**config.mk**
```make
export PLATFORM = sky130hd
export DESIGN_NAME = rgbm_ctrl
export DESIGN_NICKNAME = d
export VERILOG_FILES = /design/src/rtl/core/rgbm_pkg.sv /design/src/rtl/core/rgbm_ctrl.sv
export SDC_FILE = /design/constraint.sdc
export NUM_CORES = 1
export LEC_CHECK = 0
export ABC_CLOCK_PERIOD_IN_PS = 3450
export BUFFER_PORTS_ARGS = -buffer_cell sky130_fd_sc_hd__buf_2
export CORE_AREA = 10 10 47 49
export DETAILED_ROUTE_END_ITERATION = 12
export DIE_AREA = 0 0 57 59
export PLACE_DENSITY = 0.47
export SETUP_SLACK_MARGIN = 0.1
export SYNTH_ARGS = -nofsm -noshare
export SYNTH_HDL_FRONTEND = slang
export SYNTH_SLANG_ARGS = --single-unit
```
**constraint.sdc**
```tcl
create_clock -name clk -period 3.45 [get_ports clk]
set_input_delay 0.69 -clock clk [delete_from_list [all_inputs] [get_ports clk]]
set_output_delay 0.69 -clock clk [all_outputs]
set_load 0.005 [all_outputs]
```
**src/rtl/core/rgbm_pkg.sv**
```systemverilog
// ----------------------------------------------------------------------------
// rgbm_pkg
// Shared types and constants for the RGB LED matrix scan driver.
// ----------------------------------------------------------------------------
package rgbm_pkg;

  // Item operation codes
  typedef enum logic [1:0] {
    MODE_SCAN    = 2'd0,
    MODE_SET     = 2'd1,
    MODE_CLR     = 2'd2,
    MODE_CLR_ALL = 2'd3
  } mode_t;

  // Scan sequencer phases
  typedef enum logic [2:0] {
    PH_BLANK    = 3'd0,
    PH_CLK_HIGH = 3'd1,
    PH_CLK_LOW  = 3'd2,
    PH_LATCH    = 3'd3,
    PH_ENABLE   = 3'd4
  } phase_t;

  // Controller states
  typedef enum logic [2:0] {
    ST_INIT   = 3'd0,
    ST_IDLE   = 3'd1,
    ST_EXEC   = 3'd2,
    ST_CLEAR  = 3'd3,
    ST_RESULT = 3'd4
  } ctrl_state_t;

  localparam int COLOR_W = 3;
  localparam int CELL_W  = 2 * COLOR_W;
  localparam int ADDR_W  = 5;

  // Input word
  typedef struct packed {
    mode_t                mode;
    logic [6:0]           pixel_row;
    logic [6:0]           pixel_column;
    logic [COLOR_W-1:0]   color_bits;
  } in_word_t;

  // Result word: panel pin levels
  typedef struct packed {
    logic [COLOR_W-1:0] top_rgb;
    logic [COLOR_W-1:0] bottom_rgb;
    logic [ADDR_W-1:0]  row_address;
    logic               shift_clock;
    logic               latch_pin;
    logic               display_enable;
  } out_word_t;

  // Controller to datapath commands
  typedef struct packed {
    logic accept;
    logic exec;
    logic clr_step;
    logic result_load;
  } cmd_t;

  // Datapath to controller status
  typedef struct packed {
    logic clr_last;
    logic item_clear_all;
    logic out_free;
  } stat_t;

endpackage

```
**src/rtl/core/rgbm_ctrl.sv**
```systemverilog
// ----------------------------------------------------------------------------
// rgbm_ctrl
// Controller: sequences clear sweeps, item execution and result hand-off.
// ----------------------------------------------------------------------------
module rgbm_ctrl (
  input  logic          clk,
  input  logic          rst_n,
  input  logic          in_valid,
  output logic          in_stall,
  input  rgbm_pkg::stat_t stat_i,
  output rgbm_pkg::cmd_t  cmd_o
);
  import rgbm_pkg::*;

  ctrl_state_t state_r, state_nxt;

  // state register
  always_ff @(posedge clk) begin
    if (!rst_n) begin
      state_r <= ST_INIT;
    end else begin
      state_r <= state_nxt;
    end
  end

  // next state
  always_comb begin
    state_nxt = state_r;
    case (state_r)
      ST_INIT: begin
        if (stat_i.clr_last) state_nxt = ST_IDLE;
      end
      ST_IDLE: begin
        if (in_valid) state_nxt = ST_EXEC;
      end
      ST_EXEC: begin
        state_nxt = stat_i.item_clear_all ? ST_CLEAR : ST_RESULT;
      end
      ST_CLEAR: begin
        if (stat_i.clr_last) state_nxt = ST_RESULT;
      end
      ST_RESULT: begin
        if (stat_i.out_free) state_nxt = ST_IDLE;
      end
      default: begin
        state_nxt = ST_INIT;
      end
    endcase
  end

  // outputs
  always_comb begin
    in_stall           = 1'b1;
    cmd_o              = '0;
    case (state_r)
      ST_IDLE: begin
        in_stall     = 1'b0;
        cmd_o.accept = in_valid;
      end
      ST_EXEC: begin
        cmd_o.exec = 1'b1;
      end
      ST_INIT, ST_CLEAR: begin
        cmd_o.clr_step = 1'b1;
      end
      ST_RESULT: begin
        cmd_o.result_load = stat_i.out_free;
      end
      default: begin
        in_stall = 1'b1;
      end
    endcase
  end

`ifndef SYNTHESIS
  // execution only directly follows an accept
  a_exec_after_idle: assert property (@(posedge clk) disable iff (!rst_n)
    state_r == ST_EXEC |-> $past(state_r) == ST_IDLE)
    else $error("exec without preceding accept");

  // a delivered result frees the block for the next word
  a_result_to_idle: assert property (@(posedge clk) disable iff (!rst_n)
    cmd_o.result_load |=> state_r == ST_IDLE)
    else $error("result load did not return to idle");

  // a display clear ends with its result
  a_clear_reports: assert property (@(posedge clk) disable iff (!rst_n)
    (state_r == ST_CLEAR && stat_i.clr_last) |=> state_r == ST_RESULT)
    else $error("display clear did not report");
`endif

endmodule

```
==> summary.md <==
| Metric | Value |
|---|---|
| Critical Path RT | 2.76 ns |
| Clk pin slew, worst setup/hold paths | 0.04 ns |
| Clk root buf | clkbuf_4 |
| Drt first pass iters | 4 |
| CP startpoint kind | flip-flop |
| Multi-input gate area | 168 um^2 |
| Arrival time at the worst endpoint | 1.34 ns |
| DIE WIDTH | 57 um |
| Total global-route track usage | 0.0414 |
| P&R area growth vs syn | 29.9% |
| Post-Route WL | 615 um |
| Mapped Avg Cell Area | 8.23 um^2 |
| Max Cap Violations | 0 |
| Via count | 226 |
| Outcome | finished clean |
| Biggest area consumer among synthesized cells | dfxtp_1 |
| Setup crit end | cmd_o[3] |
| Final Hold Viols | 0 |
| Largest regs | state_r x3 |
| FF-to-FF End | state_r[0] |
| Row count | 14 |
| Number of buffers created by CTS | 3 |
| Largest net degree at the start of global routing | 11 |
| Worst slew margin | 0.777 |
| Clock buffer depth | 2 |
| Post-Syn Area | 255 um^2 |
| Hold_buf cts | 0 |
| Final setup fails | 0 |
| 1st-iter DRT viols | 1 |
| DR WL/cell | 10.6 um |
| Vias per cell | 3.90 |
| Cells on worst reg2reg path | 4 |
| Boundary Pins | 11 |
| Largest cells by area after synthesis | dfxtp_1 (24%), mux2i_1 (7.8%), or3b_1 (6.9%) |
| CTS resizes | 0 |
| PwrDens | 495 nW/um^2 |
| Layout cell share with drive strength beyond 1 | 0.357 |
| Post-CTS setup buffer count | 0 |
| DIE AREA | 3360 um^2 |
| Yosys cell types | 22 |
| Slowest stage delay, CP | 0.51 ns |
| DRC Markers | 0 |
| Max FFs per register | 3 |
| Sequential fraction of the synthesis area | 0.235 |
| CTS tree | built |
| Slew at the pin closest to its max-slew limit | 0.335 ns |
| Cells after synthesis | 31 |
| Final min period | 2.03 ns |
| Syn nets | 37 |
| Ys flop type | dfxtp_1 |
| Critical path class | reg -> out |
| Max VDD drop | 0.000110 V |
| Post-Route Skew | 0.00235 ns |
| R2R Setup Slk | 2.07 ns |
| Number of fillers in the final layout | 170 |
| Routability cong. | 0.692 |
| Setup TNS | 0 ns |
| Post-synthesis async set-or-reset flop share | 0 |
| CP max stage cell | dfxtp_1 |
| Crit. End Element | primary output |
| First-pass GRT wire length | 1060 um |
| Die height | 59 um |
| Register area | 60.1 um^2 |
| Max Transition Viols Final | 0 |
| R2r startpoint | state_r[0] |
| Setup crit start | state_r[0] |
| NumNets Final | 49 |
| HP Class | reg -> reg |
| Clock latency on the worst-skew pair | 0.23 ns |
| DP HPWL | 482 um |
| Synthesized flop and latch total | 3 |
| Synth warn | 0 |
| Static Leak | 0.153 nW |
| Period utilization | 0.588 |
| Vias in the first global route | 242 |
| Initial Util | 0.182 |
| Synth top area share | 0.235 |
| Antenna diodes | 0 |
| PortBufs | 10 |
| RSZ-0062 raised after global routing | no |
| Largest register by flop count | state_r |
| H-Tree Level Count | 1 |
| Overflow after GRT | 0 |
| Core Box Area | 1400 um^2 |
| Total power | 0.164 mW |
| Critical Path, Cell by Cell | or3b_1, nor2_1, buf_2 |
| Antenna viol nets, final | 0 |
| Number of synthesized flops with an enable pin | 0 |
| Max FO, Critical Path | 10 |
| FMAX | 0.493 GHz |
| CTS Sinks | 3 |
| Initial antenna violation count | 0 |
| Hold Path Cell Cnt | 2 |
stage by stage:
step | util | hold slack [ns] | setup slack (ns) | cell area (um^2) | cells
2_1_floorplan | - | 0.572 | 1.79 | 255 | 31
3_3_place_gp | 0.218 | 0.578 | 1.69 | 305 | 54
3_5_place_dp | 0.218 | 0.569 | 1.66 | 305 | 54
4_1_cts | 0.237 | 0.574 | 1.41 | 332 | 58
5_1_grt | 0.237 | 0.634 | 1.33 | 332 | 58
6_report | 0.237 | 0.574 | 1.42 | 332 | 58
area by class of cell:
class | instances | share of cell area
multi-input combinational | 23 | 0.506
inverter | 2 | 0.0226
clock buffer | 4 | 0.0792
sequential | 3 | 0.181
timing repair buffer | 10 | 0.151
tap | 16 | 0.0604
where the power goes:
group          internal [mW]  switching [mW]  total (mW)
combinational         0.0310          0.0204      0.0514
sequential            0.0398          0.0123      0.0521
clock                 0.0433          0.0172      0.0605
synthesized netlist by cell type, types with 2 or more instances:
master,count
nor2_1,4
or3b_1,2
inv_1,2
nand3b_1,2
mux2i_1,2
dfxtp_1,3
routing by layer:
layer / GRT usage / routed length (um) / up-vias
met5: 0 / 0 / -
met4: 0.0503 / 0 / 0
met3: 0.0215 / 21 / 0
met2: 0.0512 / 264 / 9
met1: 0.0448 / 330 / 91
li1: - / - / 126
cell usage in the layout, fill, tap and decap left out:
cell      instances
and3_1            1
clkbuf_1          1
o21bai_1          1
nand3b_1          2
a21boi_1          1
dfxtp_1           3
nand2_1           1
xor2_1            1
a31o_1            1
nor2b_4           1
a21oi_1           1
and2b_2           1
inv_1             2
clkbuf_4          3
or3b_1            2
mux2i_1           2
nand2b_1          1
o2111a_1          1
nor3b_1           1
buf_2            10
nor2_1            4
o21ai_0           1
worst max-delay path: cells and delay by family, from the launching register on:
kind                   cells  cell delay (ns)
buffers and inverters      1             0.11
flip-flops                 1             0.51
AND/OR/NAND/NOR            2             0.49
how the worst min path moves through the flow:
stage	from	endpoint
5_1_grt	state_r[1]	state_r[1]
6_report	state_r[1]	state_r[1]
3_5_place_dp	state_r[1]	state_r[1]
2_1_floorplan	state_r[1]	state_r[1]
3_3_place_gp	state_r[1]	state_r[1]
4_1_cts	state_r[1]	state_r[1]
cells by family after synthesis:
logic type / after synthesis / share of synthesized area
buffers and inverters: 5 / 0.108
and+or+nand+nor: 14 / 0.368
muxes: 2 / 0.0784
DFF: 3 / 0.235
xor gates and xnor gates: 1 / 0.0343
AOI/OAI and AO/OA: 6 / 0.176
Power figures use the tool's default switching activity.
